## src/design/datn_pkg.sv

```systemverilog
// ----------------------------------------------------------------------------
// datn_pkg
// types, constants and tables shared by the date text to day number core
// ----------------------------------------------------------------------------
`timescale 1ns / 1ps

package datn_pkg;

	localparam int unsigned NUM_W     = 17;
	localparam int unsigned ACC_W     = 20;
	localparam int unsigned POS_W     = 2;
	localparam int unsigned FOUND_W   = 2;
	localparam int unsigned NUM_COUNT = 3;
	localparam int unsigned MONTH_W   = 4;
	localparam int unsigned DAY_W     = 5;
	localparam int unsigned DOY_W     = 9;
	localparam int unsigned YP_W      = 17;
	localparam int unsigned Q4_W      = 15;
	localparam int unsigned RECIP_W   = 20;
	localparam int unsigned PROD_W    = Q4_W + RECIP_W;
	localparam int unsigned RECIP_SH  = 24;
	localparam int unsigned Q100_W    = PROD_W - RECIP_SH;
	localparam int unsigned M365_W    = 26;
	localparam int unsigned DAYNUM_W  = 27;

	localparam logic [NUM_W-1:0]   NUM_LIMIT  = 17'd99999;
	// shift of the year so that it is never negative (one full 400 year cycle)
	localparam logic [YP_W-1:0]    YEAR_BIAS  = 17'd400;
	// ceil(2^24 / 25): exact floor division by 25 for any 15 bit value
	localparam logic [RECIP_W-1:0] RECIP_25   = 20'd671089;
	localparam logic [M365_W-1:0]  DAYS_YEAR  = 26'd365;
	// epoch offset plus one 400 year cycle of days for the year bias
	localparam logic signed [DAYNUM_W-1:0] EPOCH_OFFSET = 27'sd865565;

	typedef enum logic [POS_W-1:0] {
		REG_YEAR_POS  = 2'd0,
		REG_MONTH_POS = 2'd1,
		REG_DAY_POS   = 2'd2
	} cfg_reg_t;

	typedef logic [NUM_COUNT-1:0][NUM_W-1:0] num_set_t;

	typedef struct packed {
		logic               ok;
		logic [NUM_W-1:0]   year;
		logic [MONTH_W-1:0] month;
		logic [DAY_W-1:0]   day;
	} date_fields_t;

	// pick one of the parsed numbers; an out of range position reads zero
	function automatic logic [NUM_W-1:0] pick_number(input num_set_t nums,
			input logic [POS_W-1:0] pos);
		logic [NUM_W-1:0] val;
		case (pos)
			2'd0:    val = nums[0];
			2'd1:    val = nums[1];
			2'd2:    val = nums[2];
			default: val = '0;
		endcase
		return val;
	endfunction

	// day of the march based year at which each month starts
	function automatic logic [DOY_W-1:0] month_start(input logic [MONTH_W-1:0] month);
		logic [DOY_W-1:0] doy;
		case (month)
			4'd3:    doy = 9'd0;
			4'd4:    doy = 9'd31;
			4'd5:    doy = 9'd61;
			4'd6:    doy = 9'd92;
			4'd7:    doy = 9'd122;
			4'd8:    doy = 9'd153;
			4'd9:    doy = 9'd184;
			4'd10:   doy = 9'd214;
			4'd11:   doy = 9'd245;
			4'd12:   doy = 9'd275;
			4'd1:    doy = 9'd306;
			4'd2:    doy = 9'd337;
			default: doy = 9'd0;
		endcase
		return doy;
	endfunction

endpackage

```

## src/design/datn_parse.sv

```systemverilog
// ----------------------------------------------------------------------------
// datn_parse
// character tokeniser, field order registers and range check (first stage)
// ----------------------------------------------------------------------------
`timescale 1ns / 1ps

module datn_parse
	import datn_pkg::*;
(
	input  logic                 clk,
	input  logic                 arst_n,
	input  logic                 char_valid,
	output logic                 char_ready,
	input  logic [7:0]           text_char,
	input  logic                 last_char,
	input  logic                 cfg_write,
	input  logic [POS_W-1:0]     cfg_index,
	input  logic [POS_W-1:0]     cfg_data,
	output logic                 date_valid_s1,
	output date_fields_t         date_s1,
	input  logic                 next_ready
);

	localparam logic [FOUND_W-1:0] MAX_FOUND = FOUND_W'(NUM_COUNT);

	logic [POS_W-1:0]   year_pos_q, month_pos_q, day_pos_q;
	logic [NUM_W-1:0]   acc_q;
	logic               in_num_q;
	logic [FOUND_W-1:0] found_q;
	num_set_t           nums_q;

	logic               is_digit;
	logic [ACC_W-1:0]   acc_ext, acc_sum;
	logic [NUM_W-1:0]   acc_sat, acc_1;
	logic               in_1;
	logic [FOUND_W-1:0] found_1, found_2;
	num_set_t           nums_1, nums_2;
	logic [NUM_W-1:0]   year_v, month_v, day_v;
	logic               pos_ok, range_ok;
	logic               s1_ready, take;

	assign is_digit = (text_char >= 8'h30) && (text_char <= 8'h39);
	assign acc_ext  = ACC_W'(acc_q);
	assign acc_sum  = (acc_ext << 3) + (acc_ext << 1) + ACC_W'(text_char[3:0]);
	assign acc_sat  = (acc_sum > ACC_W'(NUM_LIMIT)) ? NUM_LIMIT : acc_sum[NUM_W-1:0];

	always_comb begin
		acc_1   = acc_q;
		in_1    = in_num_q;
		found_1 = found_q;
		nums_1  = nums_q;
		if (found_q < MAX_FOUND) begin
			if (is_digit) begin
				acc_1 = acc_sat;
				in_1  = 1'b1;
			end else begin
				if (in_num_q) begin
					nums_1[found_q] = acc_q;
					found_1         = found_q + 2'd1;
				end
				acc_1 = '0;
				in_1  = 1'b0;
			end
		end
		// final close of a run still open on the last character
		found_2 = found_1;
		nums_2  = nums_1;
		if (in_1 && (found_1 < MAX_FOUND)) begin
			nums_2[found_1] = acc_1;
			found_2         = found_1 + 2'd1;
		end
	end

	assign year_v   = pick_number(nums_2, year_pos_q);
	assign month_v  = pick_number(nums_2, month_pos_q);
	assign day_v    = pick_number(nums_2, day_pos_q);
	assign pos_ok   = (year_pos_q < POS_W'(NUM_COUNT)) && (month_pos_q < POS_W'(NUM_COUNT))
		&& (day_pos_q < POS_W'(NUM_COUNT));
	assign range_ok = (month_v >= 17'd1) && (month_v <= 17'd12)
		&& (day_v >= 17'd1) && (day_v <= 17'd31);

	assign s1_ready   = !date_valid_s1 || next_ready;
	assign char_ready = s1_ready;
	assign take       = char_valid && s1_ready;

	always_ff @(posedge clk or negedge arst_n) begin
		if (!arst_n) begin
			year_pos_q  <= POS_W'(REG_YEAR_POS);
			month_pos_q <= POS_W'(REG_MONTH_POS);
			day_pos_q   <= POS_W'(REG_DAY_POS);
		end else if (cfg_write) begin
			unique case (cfg_reg_t'(cfg_index))
				REG_YEAR_POS:  year_pos_q  <= cfg_data;
				REG_MONTH_POS: month_pos_q <= cfg_data;
				REG_DAY_POS:   day_pos_q   <= cfg_data;
				default: ;
			endcase
		end
	end

	always_ff @(posedge clk or negedge arst_n) begin
		if (!arst_n) begin
			acc_q         <= '0;
			in_num_q      <= 1'b0;
			found_q       <= '0;
			date_valid_s1 <= 1'b0;
		end else begin
			if (take) begin
				if (last_char) begin
					acc_q    <= '0;
					in_num_q <= 1'b0;
					found_q  <= '0;
				end else begin
					acc_q    <= acc_1;
					in_num_q <= in_1;
					found_q  <= found_1;
				end
			end
			if (s1_ready) begin
				date_valid_s1 <= take && last_char;
			end
		end
	end

	// number slots need no reset, the fill count guards them
	always_ff @(posedge clk) begin
		if (take) begin
			nums_q <= nums_1;
		end
		if (take && last_char) begin
			date_s1.ok    <= (found_2 == MAX_FOUND) && pos_ok && range_ok;
			date_s1.year  <= year_v;
			date_s1.month <= month_v[MONTH_W-1:0];
			date_s1.day   <= day_v[DAY_W-1:0];
		end
	end

endmodule

```

## src/design/datn_days.sv

```systemverilog
// ----------------------------------------------------------------------------
// datn_days
// civil date to day count: product stage and final sum into the result register
// ----------------------------------------------------------------------------
`timescale 1ns / 1ps

module datn_days
	import datn_pkg::*;
(
	input  logic                       clk,
	input  logic                       arst_n,
	input  logic                       date_valid_s1,
	input  date_fields_t               date_s1,
	output logic                       s2_ready,
	output logic                       result_valid,
	input  logic                       result_ready,
	output logic                       date_valid,
	output logic signed [DAYNUM_W-1:0] day_number
);

	logic                valid_s2, ok_s2;
	logic [M365_W-1:0]   m365_s2;
	logic [Q4_W-1:0]     q4_s2;
	logic [Q100_W-1:0]   q100_s2;
	logic [DOY_W-1:0]    doyd_s2;

	logic                result_valid_q, date_valid_q;
	logic signed [DAYNUM_W-1:0] day_number_q;

	logic [YP_W-1:0]     yp;
	logic [Q4_W-1:0]     q4;
	logic [PROD_W-1:0]   prod;
	logic [M365_W-1:0]   m365;
	logic [DOY_W-1:0]    doyd;
	logic signed [DAYNUM_W-1:0] total;
	logic                out_ready;

	// jan and feb count to the previous year
	assign yp   = date_s1.year + YEAR_BIAS - YP_W'(date_s1.month <= 4'd2);
	assign q4   = yp[YP_W-1:2];
	assign prod = PROD_W'(q4) * PROD_W'(RECIP_25);
	assign m365 = M365_W'(yp) * DAYS_YEAR;
	assign doyd = month_start(date_s1.month) + DOY_W'(date_s1.day) - 9'd1;

	// leap days: y/4 - y/100 + y/400
	assign total = $signed(DAYNUM_W'(m365_s2)) + $signed(DAYNUM_W'(q4_s2))
		- $signed(DAYNUM_W'(q100_s2)) + $signed(DAYNUM_W'(q100_s2 >> 2))
		+ $signed(DAYNUM_W'(doyd_s2)) - EPOCH_OFFSET;

	assign out_ready = !result_valid_q || result_ready;
	assign s2_ready  = !valid_s2 || out_ready;

	always_ff @(posedge clk or negedge arst_n) begin
		if (!arst_n) begin
			valid_s2       <= 1'b0;
			result_valid_q <= 1'b0;
		end else begin
			if (s2_ready) begin
				valid_s2 <= date_valid_s1;
			end
			if (out_ready) begin
				result_valid_q <= valid_s2;
			end
		end
	end

	always_ff @(posedge clk) begin
		if (s2_ready && date_valid_s1) begin
			ok_s2   <= date_s1.ok;
			m365_s2 <= m365;
			q4_s2   <= q4;
			q100_s2 <= prod[PROD_W-1:RECIP_SH];
			doyd_s2 <= doyd;
		end
		if (out_ready && valid_s2) begin
			date_valid_q <= ok_s2;
			day_number_q <= ok_s2 ? total : '0;
		end
	end

	assign result_valid = result_valid_q;
	assign date_valid   = date_valid_q;
	assign day_number   = day_number_q;

endmodule

```

## src/design/date_text_to_day_number_core.sv

```systemverilog
// ----------------------------------------------------------------------------
// date_text_to_day_number_core
// parses a date string a character at a time and gives days since 1970-01-01
// ----------------------------------------------------------------------------
// channel   | handshake                  | payload
// char      | char_valid / char_ready    | text_char, last_char
// result    | result_valid / result_ready| date_valid, day_number
// cfg       | cfg_write (no wait)        | cfg_index, cfg_data
//
// one character a cycle while char_ready is high; a request with last_char set
// shows its result after passing the parse stage, product stage and result register
// characters without last_char give no result but still wait while char_ready is low
// char_ready falls only while the result register and both stages hold requests
// asynchronous reset clears parse state and sets the field order to y, m, d
// ----------------------------------------------------------------------------
`timescale 1ns / 1ps

module date_text_to_day_number_core
	import datn_pkg::*;
(
	input  logic                       clk,
	input  logic                       arst_n,
	input  logic                       char_valid,
	output logic                       char_ready,
	input  logic [7:0]                 text_char,
	input  logic                       last_char,
	input  logic                       cfg_write,
	input  logic [POS_W-1:0]           cfg_index,
	input  logic [POS_W-1:0]           cfg_data,
	output logic                       result_valid,
	input  logic                       result_ready,
	output logic                       date_valid,
	output logic signed [DAYNUM_W-1:0] day_number
);

	logic         date_valid_s1;
	date_fields_t date_s1;
	logic         s2_ready;

	datn_parse u_parse (
		.clk           (clk),
		.arst_n        (arst_n),
		.char_valid    (char_valid),
		.char_ready    (char_ready),
		.text_char     (text_char),
		.last_char     (last_char),
		.cfg_write     (cfg_write),
		.cfg_index     (cfg_index),
		.cfg_data      (cfg_data),
		.date_valid_s1 (date_valid_s1),
		.date_s1       (date_s1),
		.next_ready    (s2_ready)
	);

	datn_days u_days (
		.clk           (clk),
		.arst_n        (arst_n),
		.date_valid_s1 (date_valid_s1),
		.date_s1       (date_s1),
		.s2_ready      (s2_ready),
		.result_valid  (result_valid),
		.result_ready  (result_ready),
		.date_valid    (date_valid),
		.day_number    (day_number)
	);

endmodule

```

## config.mk

```make
export PLATFORM = sky130hd
export DESIGN_NAME = date_text_to_day_number_core
export DESIGN_NICKNAME = d
export VERILOG_FILES = /design/src/design/datn_pkg.sv /design/src/design/datn_parse.sv /design/src/design/datn_days.sv /design/src/design/date_text_to_day_number_core.sv
export SDC_FILE = /design/constraint.sdc
export NUM_CORES = 1
export LEC_CHECK = 0
export ABC_AREA = 1
export BUFFER_PORTS_ARGS = -buffer_cell sky130_fd_sc_hd__buf_2
export CAP_MARGIN = 40
export CORE_AREA = 2 2 207 209
export DETAILED_ROUTE_END_ITERATION = 10
export DIE_AREA = 0 0 209 211
export PLACE_DENSITY = 0.66
export SKIP_CTS_REPAIR_TIMING = 1
export SLEW_MARGIN = 20
export SYNTH_ARGS = -nofsm -noshare
export SYNTH_HDL_FRONTEND = slang
export SYNTH_SLANG_ARGS = --single-unit
```

## constraint.sdc

```tcl
create_clock -name clk -period 10.7 [get_ports clk]
set_clock_uncertainty 0.15 [all_clocks]
set_input_delay 1.07 -clock clk [delete_from_list [all_inputs] [get_ports clk]]
set_output_delay 1.07 -clock clk [all_outputs]
set_load 0.005 [all_outputs]
```

; ---- After elaboration in Yosys (flattened, before gate mapping)
; Memories as Yosys holds them, arrays and structs flattened. A register that Yosys moved wholly into a read port is not among the register bits.
; Index checks and enable logic that the tools add are counted.
[totals]
register_bits = 197
latch_bits = 0
ramBits = 0
rom_bits = 144
out_inout_bits = 30
wordCells = 119
mem_count = 1
[memory_table]
columns = name, depth, width, rd, rd_clocked_by_memory_dff, wr, line
row1 = (name not given), 16, 9, 1, 1, 0, datn_pkg.sv:66  ; case (month)
[classes]
addsub = 13
mul = 2
n_div = 0
n_lt_le_gt_ge = 17
eq_ne = 9
shift = 0
n_mux = 26
bitwise = 0
n_reduce_logical = 28
[op_table]
columns = operator, n
row1 = 51-bit two-way mux, 4
row2 = 17-bit one-hot mux with 3 select lines, 3
row3 = 51-bit bitwise mux, 2
row4 = 17-bit two-way mux, 6
row5 = 17-bit demux with 2-bit select, 2
row6 = 27-bit by 10-bit adder with 27-bit output, 2
row7 = "15-bit by 20-bit multiplier with 35-bit output, second input constant", 1
row8 = "17-bit by 1-bit greater-or-equal comparator with 1-bit output, second input constant", 2
row9 = 26-bit by 15-bit adder with 27-bit output, 1
row10 = 27-bit by 12-bit subtractor with 27-bit output, 1
row11 = "27-bit by 21-bit subtractor with 27-bit output, second input constant", 1
row12 = "17-bit by 9-bit multiplier with 26-bit output, second input constant", 1
row13 = 20-bit by 18-bit adder with 20-bit output, 1
row14 = 20-bit by 4-bit adder with 20-bit output, 1
row15 = "20-bit by 17-bit greater-than comparator with 1-bit output, second input constant", 1
row16 = "17-bit by 9-bit adder with 17-bit output, second input constant", 1
row17 = "17-bit by 4-bit less-or-equal comparator with 1-bit output, second input constant", 1
row18 = "17-bit by 5-bit less-or-equal comparator with 1-bit output, second input constant", 1
row19 = 17-bit by 1-bit subtractor with 17-bit output, 1
row20 = 1-bit logical AND, 15
row21 = "2-bit == test, second input constant", 5
row22 = "2-bit less-than comparator, second input constant", 5
row23 = 2-bit two-way mux, 5
row24 = 9-bit by 5-bit adder with 9-bit output, 1
row25 = 14 further kinds, 31

; ---- Longest topological paths before layout
[logic_depth]
depth_word = 16
mapped_depth = 42
depth_no_buf = 42

; ---- By module
; Synthesis repeated with hierarchy kept, for this count alone.
[hier_totals]
hier_cells = 2951
area_unflattened_um2 = 23023.3
[modules_own_cells]
columns = module, instances, cells_each, area_per_inst_um2
row1 = datn_days, 1, 1938, 15479.8
row2 = datn_parse, 1, 1013, 7543.5

; ---- Worst setup path before layout
; No wires, ideal clock.
[synth_timing]
path_kind = flip-flop to flip-flop
startpoint = register u_parse.date_s1[6] (netlist name)
endpoint = register u_days.q100_s2[10], data pin
setup_ps = 265
arrival_ps = 7802
required_time_ps = 10285
path_slack_ps = 2483
stages_incl_launch_ff = 39
n_path_buf = 0
path_cell_list = edfxtp_1 inv_1 o211ai_1 inv_1 ha_1 inv_1 ha_1 fa_1 nand3_1 and2_1 inv_1 a21oi_1 nand2_1 nand2_1 nand2_1 a211o_1 a21oi_1 o21bai_1 (+3 left out) inv_1 ha_1 inv_1 fa_1 fa_1 fa_1 fa_1 fa_1 ha_1 a21oi_1 o21ai_0 inv_1 o221a_2 nand3_1 a21o_1 a31oi_1 o21ai_0 xor2_1
[synth_via]
elab_chain_cells = 3
[synth_rtl]
columns = item, line
row1 = 4-bit by 2-bit less-or-equal comparator with 1-bit output, datn_days.sv:39  ; assign yp = date_s1.year + YEAR_BIAS - YP_W'(date_s1.month <= 4'd2);
row2 = 17-bit by 1-bit subtractor with 17-bit output, datn_days.sv:39
row3 = named net u_days.yp[15], datn_days.sv:30  ; logic [YP_W-1:0] yp;
row4 = 15-bit by 20-bit multiplier with 35-bit output, datn_days.sv:41  ; assign prod = PROD_W'(q4) * PROD_W'(RECIP_25);
row5 = named net u_days.prod[34], datn_days.sv:32  ; logic [PROD_W-1:0] prod;
row6 = "end signal, assigned", datn_days.sv:72  ; q100_s2 <= prod[PROD_W-1:RECIP_SH];
row7 = "end, declared", datn_days.sv:24  ; logic [Q100_W-1:0] q100_s2;
; The timed path passes the listed nets, and every way through them passes these cells.
; A chain may end at the register's enable or synchronous reset.

; ---- Worst setup path in the final report
[layout_timing]
startpoint = register u_parse.date_s1[7] (netlist name)
endpoint = register u_days.q100_s2[10], data pin
[layout_via]
elab_chain_cells = 3
[layout_rtl]
columns = item, line
row1 = 4-bit by 2-bit less-or-equal comparator with 1-bit output, datn_days.sv:39
row2 = 17-bit by 1-bit subtractor with 17-bit output, datn_days.sv:39
row3 = named net u_days.yp[15], datn_days.sv:30
row4 = 15-bit by 20-bit multiplier with 35-bit output, datn_days.sv:41
row5 = named net u_days.prod[34], datn_days.sv:32
; The timed path passes the listed nets, and every way through them passes these cells.

==> impl_metrics.py <==
metrics = {
    "cts": {
        "cts_tree": "done",
        "h-tree-depth": 1,
        "cts-root-to-sink-buffers": 3,
        "cts.root.buffer_cell": "clkbuf_16",
        "cts.clk_slew.worst_paths_ns": 0.06,
        "cts_made_buffers": 26,
        "clkSinkCount": 206,
        "worst_skew_late_latency_ns": 0.55,
    },
    "finish": {
        "area_growth_pct": 8.43,
        "n_antenna_cell": 0,
        "mostFrequentLayoutCells": "nand2_1 (598), inv_1 (447), ha_1 (301), fa_1 (184), edfxtp_1 (168)",
        "num-fill-cells": 3748,
        "fin_nets": 2976,
        "drive_above_1_share": 0.0650,
        "most_common_cell_after_layout_fill_and_taps_aside": "nand2_1",
        "fin_area_mm2": 0.0228,
        "stdcell_count": 3032,
    },
    "synth": {
        "synth_cells": 2412,
        "synth_area_in_compound_gates": 0.0748,
        "ys_dominant_reg_cell": "edfxtp_1",
        "synth_mux_area_frac": 0,
        "largest_family_of_logic_cells_by_synthesized_area": "adder cells",
        "postSynth.asyncResetShare": 0.141,
        "synth-seq-cells": 206,
        "synthXorXnorAreaFrac": 0.0237,
        "synth-simple-area-share": 0.175,
        "synth_area_mm2": 0.0211,
        "post_synth.cell_area_avg_um2": 8.73,
        "edff_count_synth": 168,
        "synth_warnings": 0,
        "sequential_element_share_of_the_synthesized_area": 0.283,
        "syn_nets": 2915,
        "post_synth_fa_ha_maj_area_fraction": 0.354,
        "synthDistinctLibCells": 50,
    },
    "placed_design": {
        "detailedPlacementHpwl_um": 41200,
        "place_inst": 2983,
        "gp_congestion": 0.872,
        "placed_cell_area_mm2": 0.0220,
        "placement.io_buffers": 47,
    },
    "critical_path": {
        "cpPeakStageDelay_ns": 0.54,
        "worstSetupStartpointType": "flop",
        "critical-path-slowest-cell": "fa_1",
        "cp_data_required_time_ns": 10.84,
        "worst-endpoint-arrival_ns": 8.80,
        "worst-path-max-fanout": 8,
        "worstSetupPathType": "reg2reg",
        "critical-path-top-cell-by-count": "inv_1",
        "setup.worst_path.end_class": "flop",
    },
    "drt": {
        "wire_per_inst_um": 16.7,
        "drt.antenna.violating_nets": 0,
        "drt_iter0_markers": 1011,
        "drt-total-wl_um": 50500,
        "post-route-drc-count": 0,
        "dr_total_vias": 15955,
        "length_of_the_first_detailed_routing_pass_in_iterations": 5,
        "avgViaCountPerCell": 5.26,
    },
    "floorplanning": {
        "io_pins": 48,
        "fp.coreArea_mm2": 0.0418,
        "floorplan.die.height_um": 211,
        "initial_core_util": 0.504,
        "dieArea_mm2": 0.0441,
        "placementRows": 75,
        "dieWidth_um": 209,
    },
    "job": {
        "cap_violations": 0,
    },
    "sta": {
        "timing.final.hold_violations": 0,
        "grt_setup_unrepaired": "no",
        "timing.final.setup_violations": 0,
        "drv_slew": 0,
        "post_layout_min_period_ns": 8.66,
        "worst_hold_slack_ns": 0.347,
        "setup_tns_after_final_layout_ns": 0,
        "maxClockFrequency_mhz": 115,
        "worstMarginPinSlew_ns": 0.820,
        "final.period_utilization": 0.809,
        "maxSlewHeadroom": 0.452,
    },
    "grt": {
        "number_of_antenna_violations_at_the_first_check_in_global_routing": 1,
        "total_overflow_reported_by_the_global_router": 0,
        "grt_pass1_vias": 15951,
        "grt_start_max_net_pins": 73,
        "groute.usage.overall": 0.233,
        "global_route_wire_length_before_repair_um": 81600,
    },
    "status": {
        "run_status": "completed",
    },
    "worst_hold_path": {
        "holdCritPathClass": "reg2reg",
    },
}
==> synth_stat cells, types with 3 or more instances <==
| cell | number | area share |
|---|---|---|
| o21bai_1 | 7 | 0.0025 |
| or2_2 | 4 | 0.0012 |
| clkinv_1 | 5 | 0.00089 |
| a21o_1 | 3 | 0.0011 |
| a21oi_1 | 107 | 0.025 |
| nand4_1 | 11 | 0.0033 |
| buf_2 | 4 | 0.00095 |
| nand2_2 | 15 | 0.0045 |
| dfxtp_1 | 9 | 0.0086 |
| xnor2_1 | 12 | 0.0050 |
| nand3b_1 | 7 | 0.0025 |
| a31oi_1 | 5 | 0.0015 |
| fa_1 | 184 | 0.17 |
| nor2_1 | 85 | 0.015 |
| o21ai_0 | 112 | 0.027 |
| inv_2 | 4 | 0.00071 |
| xor2_1 | 45 | 0.019 |
| nand2_1 | 598 | 0.11 |
| o21ai_1 | 14 | 0.0033 |
| o31ai_1 | 3 | 0.0011 |
| ha_1 | 301 | 0.18 |
| nand3_1 | 132 | 0.031 |
| dfrtp_1 | 27 | 0.032 |
| a21oi_2 | 4 | 0.0017 |
| o21a_1 | 8 | 0.0029 |
| nor3_1 | 8 | 0.0019 |
| o21ai_2 | 4 | 0.0017 |
| edfxtp_1 | 168 | 0.24 |
| inv_1 | 449 | 0.080 |
| clkbuf_1 | 31 | 0.0055 |
| nand3_2 | 9 | 0.0043 |
| o22ai_1 | 4 | 0.0012 |
| a211oi_1 | 5 | 0.0018 |
| nor2_2 | 3 | 0.00089 |
| a21boi_0 | 3 | 0.0011 |
==> cells by family after synthesis <==
kind of cell | Yosys count
AOI/OAI and AO/OA | 286
xor gates and xnor gates | 57
adders and majority gates | 485
buffers and inverters | 496
DFF | 206
and+or+nand+nor | 882
==> flip-flops by register name, summed over array words and instances (netlist names), 2 cells and up, named ones only <==
name                 flops
u_parse.found_q          2
u_parse.acc_q           17
u_parse.day_pos_q        2
u_days.m365_s2          26
u_days.day_number       27
u_parse.nums_q          51
u_days.q100_s2          11
u_days.doyd_s2           9
u_parse.date_s1         27
u_days.q4_s2            15
u_parse.month_pos_q      2
u_parse.year_pos_q       2
==> metal layers <==
metal | wire length (um) | global-route usage | part of all wire
met1 | 21700 | 0.294 | 0.43
met2 | 25000 | 0.421 | 0.50
met3 | 2060 | 0.0277 | 0.041
met4 | 1660 | 0.0702 | 0.033
met5 | 0 | 0 | 0
==> critical path, delay by kind of cell, from the launching register on <==
kind	cells	cell delay, ns
DFF	1	0.37
AOI/OAI and AO/OA	13	2.05
xor gates and xnor gates	2	0.55
and+or+nand+nor	6	0.60
buffers and inverters	8	0.82
adders and majority gates	10	3.84
==> final timing paths <==
check | start | end | slack, ns | cells after the start
worst min-delay path | u_days.valid_s2$_DFFE_PN0P_ | u_days.result_valid$_DFFE_PN0P_ | 0.35 | 2
worst max-delay path | u_parse.date_s1[7]$_DFFE_PP_ | u_days.q100_s2[10]$_DFFE_PP_ | 2.04 | 39
worst max register to register | u_parse.date_s1[7]$_DFFE_PP_ | u_days.q100_s2[10]$_DFFE_PP_ | 2.04 | 39
min in group asynchronous | arst_n | u_parse.day_pos_q[0]$_DFFE_PN0P_ | 0.43 | 1
max in group asynchronous | arst_n | u_parse.found_q[0]$_DFFE_PN0P_ | 9.50 | 1
worst min register to register | u_days.valid_s2$_DFFE_PN0P_ | u_days.result_valid$_DFFE_PN0P_ | 0.35 | 2
==> metrics by stage <==
stage | worst slack, ns | utilization
after floorplan | 2.48 | -
after detailed placement | 2.01 | 0.527
final | 2.04 | 0.547
after CTS | 2.01 | 0.546
after global placement | 1.77 | 0.525
after global routing | 1.48 | 0.547
==> layout make-up <==
| cell class | instances | area (um2) | share of cell area |
|---|---|---|---|
| clock buffer | 37 | 733 | 0.0321 |
| timing repair buffer | 70 | 463 | 0.0203 |
| multi-input combinational | 1710 | 13200 | 0.579 |
| sequential | 206 | 5950 | 0.261 |
| tap | 539 | 674 | 0.0295 |
| clock inverter | 11 | 60.1 | 0.00263 |
| inverter | 459 | 1730 | 0.0756 |
Power is not shown: default switching activity piles up to over one toggle a cycle in this logic, so the estimate is an artifact.
